**src/rtl/core/ccp_pkg.sv**
```systemverilog
// Package for the colour text parser: field widths and the result record.
// No dependencies; imported by ccp_parser and css_color_text_parser.

package ccp_pkg;

    localparam int CH_W    = 8;
    localparam int MODE_W  = 2;
    localparam int VAL_W   = 32;
    localparam int COUNT_W = 2;

    typedef struct packed {
        logic [COUNT_W-1:0] matched_count;
        logic [VAL_W-1:0]   first_value;
        logic [VAL_W-1:0]   second_value;
        logic [VAL_W-1:0]   third_value;
        logic               first_written;
        logic               second_written;
        logic               third_written;
    } ccp_result_t;

endpackage

```
**src/rtl/core/ccp_parser.sv**
```systemverilog
// Parse state and per-byte update for the colour text parser.
// Depends on ccp_pkg for widths and the result record.

module ccp_parser (
    input  logic                        aclk,
    input  logic                        aresetn,
    input  logic                        cfg_wr_en,
    input  logic [ccp_pkg::MODE_W-1:0]  cfg_wr_data,
    input  logic                        step_en,
    input  logic [ccp_pkg::CH_W-1:0]    ch,
    output ccp_pkg::ccp_result_t        result
);
    import ccp_pkg::*;

    typedef enum logic [1:0] {PH_PREFIX, PH_PRE, PH_DIGITS, PH_AFTER} phase_t;
    typedef enum logic [1:0] {OC_UNDECIDED, OC_MATCHED, OC_FAILED} outcome_t;

    localparam logic [MODE_W-1:0] MODE_HEX6 = 2'd0;
    localparam logic [MODE_W-1:0] MODE_HEX3 = 2'd1;
    localparam logic [MODE_W-1:0] MODE_RGB  = 2'd2;

    localparam logic [CH_W-1:0] CH_NUL    = 8'h00;
    localparam logic [CH_W-1:0] CH_HASH   = 8'h23;
    localparam logic [CH_W-1:0] CH_COMMA  = 8'h2c;
    localparam logic [CH_W-1:0] CH_RPAREN = 8'h29;
    localparam logic [CH_W-1:0] CH_PLUS   = 8'h2b;
    localparam logic [CH_W-1:0] CH_MINUS  = 8'h2d;
    localparam logic [CH_W-1:0] CH_SPACE  = 8'h20;
    localparam logic [CH_W-1:0] CH_ZERO   = 8'h30;
    localparam logic [3:0]      POS_MAX   = 4'd15;
    localparam logic [1:0]      IDX_NONE  = 2'd3;

    function automatic logic [4:0] hex_val(input logic [CH_W-1:0] c);
        logic [4:0] v;
        v = 5'd16;
        if (c inside {[8'h30:8'h39]}) v = 5'(c - 8'h30);
        else if (c inside {[8'h61:8'h66]}) v = 5'(c - 8'h57);
        else if (c inside {[8'h41:8'h46]}) v = 5'(c - 8'h37);
        return v;
    endfunction

    function automatic logic [CH_W-1:0] prefix_char(input logic [1:0] p);
        logic [CH_W-1:0] c;
        case (p)
            2'd0:    c = 8'h72;
            2'd1:    c = 8'h67;
            2'd2:    c = 8'h62;
            default: c = 8'h28;
        endcase
        return c;
    endfunction

    logic [MODE_W-1:0] mode_reg,  mode_next;
    logic [3:0]        pos_reg,   pos_next;
    phase_t            phase_reg, phase_next;
    logic [1:0]        idx_reg,   idx_next;
    logic [VAL_W-1:0]  acc_reg,   acc_next;
    logic              neg_reg,   neg_next;
    logic              seen_reg,  seen_next;
    logic [VAL_W-1:0]  vals_reg [3];
    logic [VAL_W-1:0]  vals_next [3];
    logic [2:0]        wr_reg,    wr_next;
    outcome_t          oc_reg,    oc_next;

    always_comb begin
        logic [4:0]       hd;
        logic             dig;
        logic [VAL_W-1:0] dval;
        logic [VAL_W-1:0] sval;
        logic             do_after;
        logic             st_en;
        logic [1:0]       st_idx;
        logic [VAL_W-1:0] st_val;
        logic [1:0]       hidx;
        logic [VAL_W-1:0] fin_vals [3];
        logic [2:0]       fin_wr;

        hd       = hex_val(ch);
        dig      = ch inside {[8'h30:8'h39]};
        dval     = VAL_W'(ch - CH_ZERO);
        sval     = neg_reg ? (VAL_W'(0) - acc_reg) : acc_reg;
        do_after = 1'b0;
        st_en    = 1'b0;
        st_idx   = idx_reg;
        st_val   = '0;
        hidx     = '0;

        mode_next  = mode_reg;
        pos_next   = pos_reg;
        phase_next = phase_reg;
        idx_next   = idx_reg;
        acc_next   = acc_reg;
        neg_next   = neg_reg;
        seen_next  = seen_reg;
        vals_next  = vals_reg;
        wr_next    = wr_reg;
        oc_next    = oc_reg;

        // close an open decimal when the string ends
        fin_vals = vals_reg;
        fin_wr   = wr_reg;
        if (oc_reg == OC_UNDECIDED && mode_reg == MODE_RGB && idx_reg != IDX_NONE) begin
            if (phase_reg == PH_PRE) begin
                fin_vals[idx_reg] = '0;
                fin_wr[idx_reg]   = 1'b1;
            end else if (phase_reg == PH_DIGITS) begin
                fin_vals[idx_reg] = seen_reg ? sval : '0;
                fin_wr[idx_reg]   = 1'b1;
            end
        end
        result.matched_count  = (oc_reg == OC_MATCHED) ? 2'd3 : 2'd0;
        result.first_value    = fin_wr[0] ? fin_vals[0] : '0;
        result.second_value   = fin_wr[1] ? fin_vals[1] : '0;
        result.third_value    = fin_wr[2] ? fin_vals[2] : '0;
        result.first_written  = fin_wr[0];
        result.second_written = fin_wr[1];
        result.third_written  = fin_wr[2];

        if (cfg_wr_en || (step_en && ch == CH_NUL)) begin
            if (cfg_wr_en) begin
                mode_next = cfg_wr_data;
            end
            pos_next   = '0;
            phase_next = PH_PREFIX;
            idx_next   = '0;
            acc_next   = '0;
            neg_next   = 1'b0;
            seen_next  = 1'b0;
            wr_next    = '0;
            oc_next    = OC_UNDECIDED;
        end else if (step_en) begin
            if (oc_reg == OC_UNDECIDED) begin
                case (mode_reg)
                    MODE_HEX6: begin
                        if (pos_reg == 4'd0) begin
                            if (ch != CH_HASH) oc_next = OC_FAILED;
                        end else if (hd[4] || pos_reg > 4'd6) begin
                            oc_next = OC_FAILED;
                        end else if (pos_reg[0]) begin
                            acc_next = VAL_W'(hd[3:0]);
                        end else begin
                            st_en  = 1'b1;
                            st_idx = pos_reg[2:1] - 2'd1;
                            st_val = {acc_reg[VAL_W-5:0], hd[3:0]};
                            if (pos_reg == 4'd6) oc_next = OC_MATCHED;
                        end
                    end
                    MODE_HEX3: begin
                        if (pos_reg == 4'd0) begin
                            if (ch != CH_HASH) oc_next = OC_FAILED;
                        end else if (hd[4] || pos_reg > 4'd3) begin
                            oc_next = OC_FAILED;
                        end else begin
                            hidx            = pos_reg[1:0] - 2'd1;
                            vals_next[hidx] = VAL_W'(hd[3:0]);
                            if (pos_reg == 4'd3) begin
                                wr_next = 3'b111;
                                oc_next = OC_MATCHED;
                            end
                        end
                    end
                    MODE_RGB: begin
                        case (phase_reg)
                            PH_PREFIX: begin
                                if (pos_reg > 4'd3 || ch != prefix_char(pos_reg[1:0])) begin
                                    oc_next = OC_FAILED;
                                end else if (pos_reg == 4'd3) begin
                                    phase_next = PH_PRE;
                                    idx_next   = '0;
                                end
                            end
                            PH_PRE: begin
                                if (!(ch inside {8'h20, 8'h09, 8'h0a, 8'h0d, 8'h0c, 8'h0b})) begin
                                    neg_next  = (ch == CH_MINUS);
                                    acc_next  = '0;
                                    seen_next = 1'b0;
                                    if (ch == CH_PLUS || ch == CH_MINUS) begin
                                        phase_next = PH_DIGITS;
                                    end else if (dig) begin
                                        acc_next   = dval;
                                        seen_next  = 1'b1;
                                        phase_next = PH_DIGITS;
                                    end else begin
                                        st_en   = 1'b1;
                                        oc_next = OC_FAILED;
                                    end
                                end
                            end
                            PH_DIGITS: begin
                                if (dig) begin
                                    acc_next  = (acc_reg << 3) + (acc_reg << 1) + dval;
                                    seen_next = 1'b1;
                                end else if (!seen_reg) begin
                                    st_en   = 1'b1;
                                    oc_next = OC_FAILED;
                                end else begin
                                    st_en      = 1'b1;
                                    st_val     = sval;
                                    phase_next = PH_AFTER;
                                    do_after   = 1'b1;
                                end
                            end
                            default: begin
                                do_after = 1'b1;
                            end
                        endcase
                        if (do_after && ch != CH_SPACE) begin
                            if (idx_reg < 2'd2 && ch == CH_COMMA) begin
                                idx_next   = idx_reg + 2'd1;
                                phase_next = PH_PRE;
                            end else if (idx_reg == 2'd2 && ch == CH_RPAREN) begin
                                oc_next = OC_MATCHED;
                            end else begin
                                oc_next = OC_FAILED;
                            end
                        end
                    end
                    default: begin
                        oc_next = OC_FAILED;
                    end
                endcase
                if (st_en && st_idx != IDX_NONE) begin
                    vals_next[st_idx] = st_val;
                    wr_next[st_idx]   = 1'b1;
                end
            end
            if (pos_reg != POS_MAX) pos_next = pos_reg + 4'd1;
        end
    end

    always_ff @(posedge aclk) begin
        if (!aresetn) begin
            mode_reg  <= MODE_HEX6;
            pos_reg   <= '0;
            phase_reg <= PH_PREFIX;
            idx_reg   <= '0;
            acc_reg   <= '0;
            neg_reg   <= 1'b0;
            seen_reg  <= 1'b0;
            wr_reg    <= '0;
            oc_reg    <= OC_UNDECIDED;
        end else begin
            mode_reg  <= mode_next;
            pos_reg   <= pos_next;
            phase_reg <= phase_next;
            idx_reg   <= idx_next;
            acc_reg   <= acc_next;
            neg_reg   <= neg_next;
            seen_reg  <= seen_next;
            wr_reg    <= wr_next;
            oc_reg    <= oc_next;
        end
    end

    always_ff @(posedge aclk) begin
        vals_reg <= vals_next;
    end

endmodule

```
**src/rtl/core/css_color_text_parser.sv**
```systemverilog
// Top level of the colour text parser: input register, parse core, result register.
// Depends on ccp_pkg and ccp_parser.
//
// Usage: text bytes arrive on s_ch with s_valid/s_ready, one per transfer.
// A zero byte ends the string; it yields one result transfer on the m_
// channel carrying the match count and the three component values and
// written flags. Other bytes yield nothing. cfg_wr_en/cfg_wr_data select
// the format (six hex, three hex, rgb triple) and clear any parse in
// progress; write it only while the block is idle.
// Throughput: one byte per cycle, unless a zero byte must wait for the result register.
// Each byte is held in an input register and goes through the parse update from there;
// the result for a zero byte is held in the output register, which drives m_valid.
// Stall: a result waits in the output register while m_ready is low; bytes
// that are not zero keep flowing; a second zero byte waits in the input
// register and s_ready drops until the result is taken.
// Reset: aresetn low clears both valid flags, the format (six hex) and the
// parse state.

module css_color_text_parser (
    input  logic                          aclk,
    input  logic                          aresetn,
    input  logic                          cfg_wr_en,
    input  logic [ccp_pkg::MODE_W-1:0]    cfg_wr_data,
    input  logic                          s_valid,
    output logic                          s_ready,
    input  logic [ccp_pkg::CH_W-1:0]      s_ch,
    output logic                          m_valid,
    input  logic                          m_ready,
    output logic [ccp_pkg::COUNT_W-1:0]   m_matched_count,
    output logic [ccp_pkg::VAL_W-1:0]     m_first_value,
    output logic [ccp_pkg::VAL_W-1:0]     m_second_value,
    output logic [ccp_pkg::VAL_W-1:0]     m_third_value,
    output logic                          m_first_written,
    output logic                          m_second_written,
    output logic                          m_third_written
);
    import ccp_pkg::*;

    logic            in_vld_reg;
    logic [CH_W-1:0] in_ch_reg;
    logic            out_vld_reg;
    ccp_result_t     res_reg;
    ccp_result_t     core_result;
    logic            in_nul;
    logic            advance;

    assign in_nul  = (in_ch_reg == '0);
    assign advance = in_vld_reg && (!in_nul || !out_vld_reg || m_ready);
    assign s_ready = !in_vld_reg || advance;

    ccp_parser u_parser (
        .aclk        (aclk),
        .aresetn     (aresetn),
        .cfg_wr_en   (cfg_wr_en),
        .cfg_wr_data (cfg_wr_data),
        .step_en     (advance),
        .ch          (in_ch_reg),
        .result      (core_result)
    );

    always_ff @(posedge aclk) begin
        if (!aresetn) begin
            in_vld_reg  <= 1'b0;
            out_vld_reg <= 1'b0;
        end else begin
            if (s_ready) in_vld_reg <= s_valid;
            if (advance && in_nul) begin
                out_vld_reg <= 1'b1;
            end else if (m_ready) begin
                out_vld_reg <= 1'b0;
            end
        end
    end

    always_ff @(posedge aclk) begin
        if (s_valid && s_ready) in_ch_reg <= s_ch;
        if (advance && in_nul) res_reg <= core_result;
    end

    assign m_valid          = out_vld_reg;
    assign m_matched_count  = res_reg.matched_count;
    assign m_first_value    = res_reg.first_value;
    assign m_second_value   = res_reg.second_value;
    assign m_third_value    = res_reg.third_value;
    assign m_first_written  = res_reg.first_written;
    assign m_second_written = res_reg.second_written;
    assign m_third_written  = res_reg.third_written;

    a_count_code: assert property (@(posedge aclk) disable iff (!aresetn)
        m_valid |-> (m_matched_count == 2'd0 || m_matched_count == 2'd3))
        else $error("match count neither zero nor three");

    a_match_all_written: assert property (@(posedge aclk) disable iff (!aresetn)
        (m_valid && m_matched_count == 2'd3)
            |-> (m_first_written && m_second_written && m_third_written))
        else $error("match reported with a component unwritten");

    a_unwritten_zero: assert property (@(posedge aclk) disable iff (!aresetn)
        m_valid |-> ((m_first_written || m_first_value == '0)
                  && (m_second_written || m_second_value == '0)
                  && (m_third_written || m_third_value == '0)))
        else $error("unwritten component carries a value");

    a_stall_holds_byte: assert property (@(posedge aclk) disable iff (!aresetn)
        (in_vld_reg && !advance) |=> (in_vld_reg && $stable(in_ch_reg)))
        else $error("stalled byte lost from input register");

endmodule

```
**config.mk**
```make
export PLATFORM = sky130hd
export DESIGN_NAME = css_color_text_parser
export DESIGN_NICKNAME = d
export VERILOG_FILES = /design/src/rtl/core/ccp_pkg.sv /design/src/rtl/core/ccp_parser.sv /design/src/rtl/core/css_color_text_parser.sv
export SDC_FILE = /design/constraint.sdc
export NUM_CORES = 1
export LEC_CHECK = 0
export BUFFER_PORTS_ARGS = -buffer_cell sky130_fd_sc_hd__buf_2
export CAP_MARGIN = 10
export CORE_ASPECT_RATIO = 0.6
export CORE_MARGIN = 2
export CORE_UTILIZATION = 45
export DETAILED_ROUTE_END_ITERATION = 12
export GPL_TIMING_DRIVEN = 0
export HOLD_SLACK_MARGIN = 0.03
export PLACE_DENSITY = 0.6
export RECOVER_POWER = 50
export REMOVE_ABC_BUFFERS = 1
export SLEW_MARGIN = 25
export SYNTH_ARGS = -nofsm -noshare
export SYNTH_HDL_FRONTEND = slang
export SYNTH_SLANG_ARGS = --single-unit
```
**constraint.sdc**
```tcl
create_clock -name aclk -period 10.1 [get_ports aclk]
set_input_delay 1.01 -clock aclk [delete_from_list [all_inputs] [get_ports aclk]]
set_output_delay 1.01 -clock aclk [all_outputs]
set_load 0.1 [all_outputs]
```
### Yosys cells after proc, flatten, opt, wreduce, memory -nomap -nowiden

Index checks and enable logic that the tools add are counted.

* output and inout port bits: 103
* input bits: 15
* word-level logic and storage cells: 278
* bits in registers: 256

* bitwise logic cells: 10
* reduce and logical (&&, ||, !) cells: 49
* mux-type cells: 130
* $lt $le $gt $ge: 19
* add/sub/neg operators: 11
* equal/unequal tests: 37

Operator list (number)
* two-way mux 96 bit: 10
* two-way mux 32 bit: 20
* bitwise mux 96 bit: 3
* demux 32 bit (select 2 bit): 3
* case mux 32 bit (2 select lines): 3
* bitwise AND 96 bit: 1
* NOT 96 bit: 1
* two-way mux 2 bit: 39
* adder 32 bit: 2
* == test 8 x 4 -> 1 bit, second input constant: 5
* == test 8 x 6 -> 1 bit, second input constant: 5
* two-way mux 8 bit: 5
* two-way mux 3 bit: 11
* subtractor 1 x 32 -> 32 bit, first input constant: 1
* two-way mux 1 bit: 23
* case mux 7 bit (3 select lines): 1
* case mux 2 bit (3 select lines): 3
* logical AND 1 bit: 17
* >= comparator 8 x 7 -> 1 bit, second input constant: 2
* <= comparator 8 x 7 -> 1 bit, second input constant: 2
* inequality test 8 x 6 -> 1 bit, second input constant: 2
* two-way mux 5 bit: 3
* subtractor 5 bit, second input constant: 3
* inequality test 2 bit, second input constant: 5
* other kinds (41): 86

### Longest topological paths before layout

* depth in word-level cells: 19
* gate-level depth with buffers: 15
* depth with buffers taken out: 15

### Modules after synthesis

A second synthesis with hierarchy kept.

* cell total of the unflattened synthesis: 1570
* area, all modules: 15263.4 um2

By module, submodules not included
* ccp_parser: cells an instance 1446, times used 1, area an instance 11847.6 um2
* css_color_text_parser: cells an instance 124, times used 1, area an instance 3415.8 um2

### Worst setup path after synthesis

OpenSTA, ideal clock, no wires.

* path kind: flip-flop to flip-flop
* start point: register in_ch_reg[1]
* end point: register u_parser.vals_reg[0] (netlist bit) (enable)
* data required time: 9.414 ns
* slack: 2.348 ns
* stages on the path, launching flop included: 8
* arrival: 7.066 ns
* period minus slack after synthesis: 7.752 ns
* path through: edfxtp_1 -> inv_1 -> ha_1 -> nor3b_1 -> nand3_1 -> nor2_1 -> nor2_1 -> and2_1

* cells in the longest elaborated chain, start to end: 9

Ends and longest elaborated chain
* start, declared: RTL line css_color_text_parser.sv:40 `logic [CH_W-1:0] in_ch_reg;`
* start signal, assigned: RTL line css_color_text_parser.sv:76 `if (s_valid && s_ready) in_ch_reg <= s_ch;`
* logical NOT 8 bit (*): RTL line ccp_parser.sv:119, css_color_text_parser.sv:47
* logical NOT 1 bit: RTL line css_color_text_parser.sv:48 `assign advance = in_vld_reg && (!in_nul || !out_vld_reg || m_ready);`
* logical OR 1 bit (2 in a row): RTL line css_color_text_parser.sv:48
* logical AND 1 bit: RTL line css_color_text_parser.sv:48
* logical AND 1 bit: RTL line ccp_parser.sv:119 `if (cfg_wr_en || (step_en && ch == CH_NUL)) begin`
* logical OR 1 bit: RTL line ccp_parser.sv:119
* NOT 1 bit (no source line)
* AND reduction 3 bit (no source line) (*)
* end signal, assigned: RTL line ccp_parser.sv:256 `vals_reg <= vals_next;`
* end, declared: RTL line ccp_parser.sv:60 `logic [VAL_W-1:0] vals_reg [3];`

Every way passes the cells marked *; elsewhere a longest branch is shown, timed or not.
A chain may end at the register's enable or synchronous reset.

### Worst setup path in the final report

* start point: register in_ch_reg[1]
* end point: register res_reg (netlist bit m_third_value[20]) (enable)

* cells in the longest elaborated chain, start to end: 6

Ends and longest elaborated chain
* logical NOT 8 bit (*): RTL line css_color_text_parser.sv:47 `assign in_nul = (in_ch_reg == '0);`
* logical NOT 1 bit: RTL line css_color_text_parser.sv:48
* logical OR 1 bit (2 in a row): RTL line css_color_text_parser.sv:48
* logical AND 1 bit: RTL line css_color_text_parser.sv:48
* logical AND 1 bit (*): RTL line css_color_text_parser.sv:77 `if (advance && in_nul) res_reg <= core_result;`
* end signal, assigned: RTL line css_color_text_parser.sv:77
* end, declared: RTL line css_color_text_parser.sv:42 `ccp_result_t res_reg;`

Marks and branches as above.

==> impl_metrics.env <==
export IMPL_outcome="finished, violations left"
export IMPL_violations="max-capacitance violations, max-slew violations"
export IMPL_synth_area_leaders="edfxtp_1, dfxtp_1, ha_1, a22oi_1, nor2_1"
export IMPL_start_util_pct=46.2
export IMPL_path_buf_inv=5
export IMPL_ir_worst_vdd_uv=110
export IMPL_fillers=3026
export IMPL_crit_top_cell="clkbuf_1"
export IMPL_startpoint_type="register"
export IMPL_fin_ws_ps=3580
export IMPL_fin_worst_skew_ps=12.5
export IMPL_path_delay_family="buffers and inverters"
export IMPL_slew_headroom_pct=-45.9
export IMPL_hold_buffers=0
export IMPL_drc=0
export IMPL_nNetsFinal=1704
export IMPL_yosysTopAreaCellShare_pct=40.5
export IMPL_setup_violations=0
export IMPL_crit_required_ps=10350
export IMPL_grt_max_degree=52
export IMPL_min_path_type="reg -> reg"
export IMPL_ys_ff_latch=255
export IMPL_grt_pass1_wl_mm=71.6
export IMPL_netlist_instances=1525
export IMPL_power_density_nw_per_um2=134
export IMPL_worst_setup_path_type="reg -> reg"
export IMPL_synth_flop_cell="edfxtp_1"
export IMPL_finalHoldViolations=0
export IMPL_cpPeakStageDelay_ps=1130
export IMPL_synth_edf_count=204
export IMPL_placed_cells=2026
export IMPL_drv_cap=4
export IMPL_ant_nets=0
export IMPL_clkLatencyLatePin_ps=560
export IMPL_syn2layout_area_growth_pct=14.2
export IMPL_power_leakage_nw=6.42
export IMPL_drtIter0Drc=1574
export IMPL_drive_gt1_share_pct=7.20
export IMPL_ys_types=80
export IMPL_cts_tree="yes"
export IMPL_root_buffer="clkbuf_16"
export IMPL_ys_async_sr_fraction_pct=0
export IMPL_grt_pass1_vias=11778
export IMPL_grt_usage_pct=26.2
export IMPL_htree_num_levels=1
export IMPL_vias_per_cell=6.12
export IMPL_wl_per_cell_um=22.4
export IMPL_synth_warnings=0
export IMPL_cp_arrival_ps=6780
export IMPL_antenna_found_initial=0
export IMPL_die_x_um=241
export IMPL_cp_max_fo=27
export IMPL_dpl_hpwl_mm=33.4
export IMPL_largest_register_ffs=96
export IMPL_num_vias=12703
export IMPL_core_area_um2=32700
export IMPL_final_period_utilization_pct=64.6
export IMPL_dieArea_um2=35100
export IMPL_dr_pass1_iters=5
export IMPL_num_antenna_cells=0
export IMPL_rows=51
export IMPL_cts_sinks=255
export IMPL_crit_path_cell_trace="inv_1 > ha_1 > nor3b_1 > nand3_1 > nor2_1 > clkbuf_1 > clkbuf_1 > clkbuf_1 > buf_12"
export IMPL_die_h_um=146
export IMPL_min_period_ps=6520
export IMPL_clock_path_buffers=3
export IMPL_seq_area_frac_synth_pct=47.3
export IMPL_cts_buffers=26
export IMPL_grt_overflow=0
export IMPL_io_pins=118
export IMPL_worst_pin_slew_ps=2180
export IMPL_gp_congestion=0.910
export IMPL_path_clk_slew_ps=70
export IMPL_end_kind="register"
export IMPL_post_cts_buffers=0
export IMPL_clock_fmax_mhz=153
export IMPL_rsz0062_at_grt="no"
export IMPL_drt_total_wl_mm=46.4
export IMPL_yosysTopAreaCell="edfxtp_1"
export IMPL_post_cts_resized=0
export IMPL_stdcell_count=2074
export IMPL_drv_slew=55
export IMPL_synth_area_um2=15100
export IMPL_pre_cts_ws_ps=5410
export IMPL_port_buffers=117
export IMPL_cp_slowest_cell="nor2_1"
export IMPL_syn_avg_cell_area_um2=9.92
## worst register-to-register path, cell delays in order, from the launching register on
cell      delay [ps]
edfxtp_1         560
inv_1            210
ha_1             320
nor3b_1          590
nand3_1          180
nor2_1          1130
clkbuf_1         900
clkbuf_1        1090
clkbuf_1         940
buf_12           290
## worst paths after layout
kind                 startpoint                  to  slack [ps]  depth (start not counted)
max                in_ch_reg[1]   m_third_value[20]        3580                          9
min reg2reg  u_parser.wr_reg[2]  u_parser.wr_reg[2]         490                          2
max reg2reg        in_ch_reg[1]   m_third_value[20]        3580                          9
min          u_parser.wr_reg[2]  u_parser.wr_reg[2]         490                          2
## synth_stat cells (4+ instances only)
master / number
a22oi_1: 90
nor3_1: 20
fa_1: 29
nand2_1: 110
nand3_1: 84
nor4bb_1: 7
a221o_1: 4
nand4_1: 7
nor2b_1: 18
a32oi_1: 24
mux2i_1: 9
or4_1: 4
a31oi_1: 16
o21ai_1: 5
dfxtp_1: 51
and3_1: 5
o21a_1: 8
o21ai_0: 128
a211o_1: 6
or3_1: 7
o31ai_1: 14
a21oi_1: 102
o21bai_1: 4
ha_1: 55
a211oi_1: 17
or2_2: 6
xnor2_1: 44
clkbuf_1: 76
nand2b_1: 8
a21o_1: 17
o41ai_1: 4
xor2_1: 13
o211ai_1: 8
nor2_1: 175
and2_1: 28
a311oi_1: 4
inv_1: 40
buf_2: 16
edfxtp_1: 204
## routing by layer
| layer | up-vias | wire length [um] | GRT usage, % | part of all wire, % |
|---|---|---|---|---|
| met2 | 664 | 17700 | 33.3 | 38 |
| met4 | 0 | 858 | 6.15 | 1.8 |
| met3 | 57 | 5000 | 5.56 | 11 |
| met1 | 6125 | 22800 | 43.6 | 49 |
| li1 | 5857 | - | - | - |
| met5 | - | 0 | 0 | 0 |
## logic make-up after synthesis
kind of cell,share of synthesized area (%)
simple gates,15.6
compound gates,21.1
flops,47.3
buf+inv,3.68
fa+ha+maj,8.39
xor+xnor,3.30
mux,0.670
## where the power goes
group | internal [mW] | switching (mW)
Combinational | 0.0496 | 0.0818
Clock | 0.593 | 0.427
Sequential | 1.14 | 0.0160
Total | 1.78 | 0.525
## final cells by class
| class | instances | area [um2] | area share (%) |
|---|---|---|---|
| Clock buffer | 35 | 779 | 4.51 |
| Clock inverter | 12 | 121 | 0.703 |
| Inverter | 40 | 150 | 0.870 |
| Multi-Input combinational cell | 1132 | 7500 | 43.5 |
| Sequential cell | 255 | 7150 | 41.4 |
| Tap cell | 450 | 563 | 3.26 |
| Timing Repair Buffer | 150 | 997 | 5.78 |
## per-stage QoR
step                hold slack [ps]  power (mW)  utilization, %  setup TNS [ps]  instance area (um2)
detailed placement              526        1.31            51.1               0                16700
global route                    526        2.38            52.7               0                17300
finish                          489        2.31            52.7               0                17300
CTS                             534        2.32            53.8               0                17600
floorplan                       437        1.26               -               0                14700
global placement                451        1.30            48.5         -149900                15900
## placed cells by master (no fill, tap or decap), drive strengths merged, types with 21 or more instances in the layout
cell / Yosys / layout
nand3: 84 / 84
dfxtp: 51 / 51
nand2: 110 / 110
a21oi: 102 / 102
inv: 40 / 40
xnor2: 44 / 44
and2: 31 / 31
fa: 29 / 29
a32oi: 24 / 24
a22oi: 90 / 90
buf: 22 / 40
edfxtp: 204 / 204
nor2: 175 / 175
ha: 55 / 55
o21ai: 133 / 133
nor3: 21 / 21
clkbuf: 76 / 145
(Power assumes the default switching activity.)
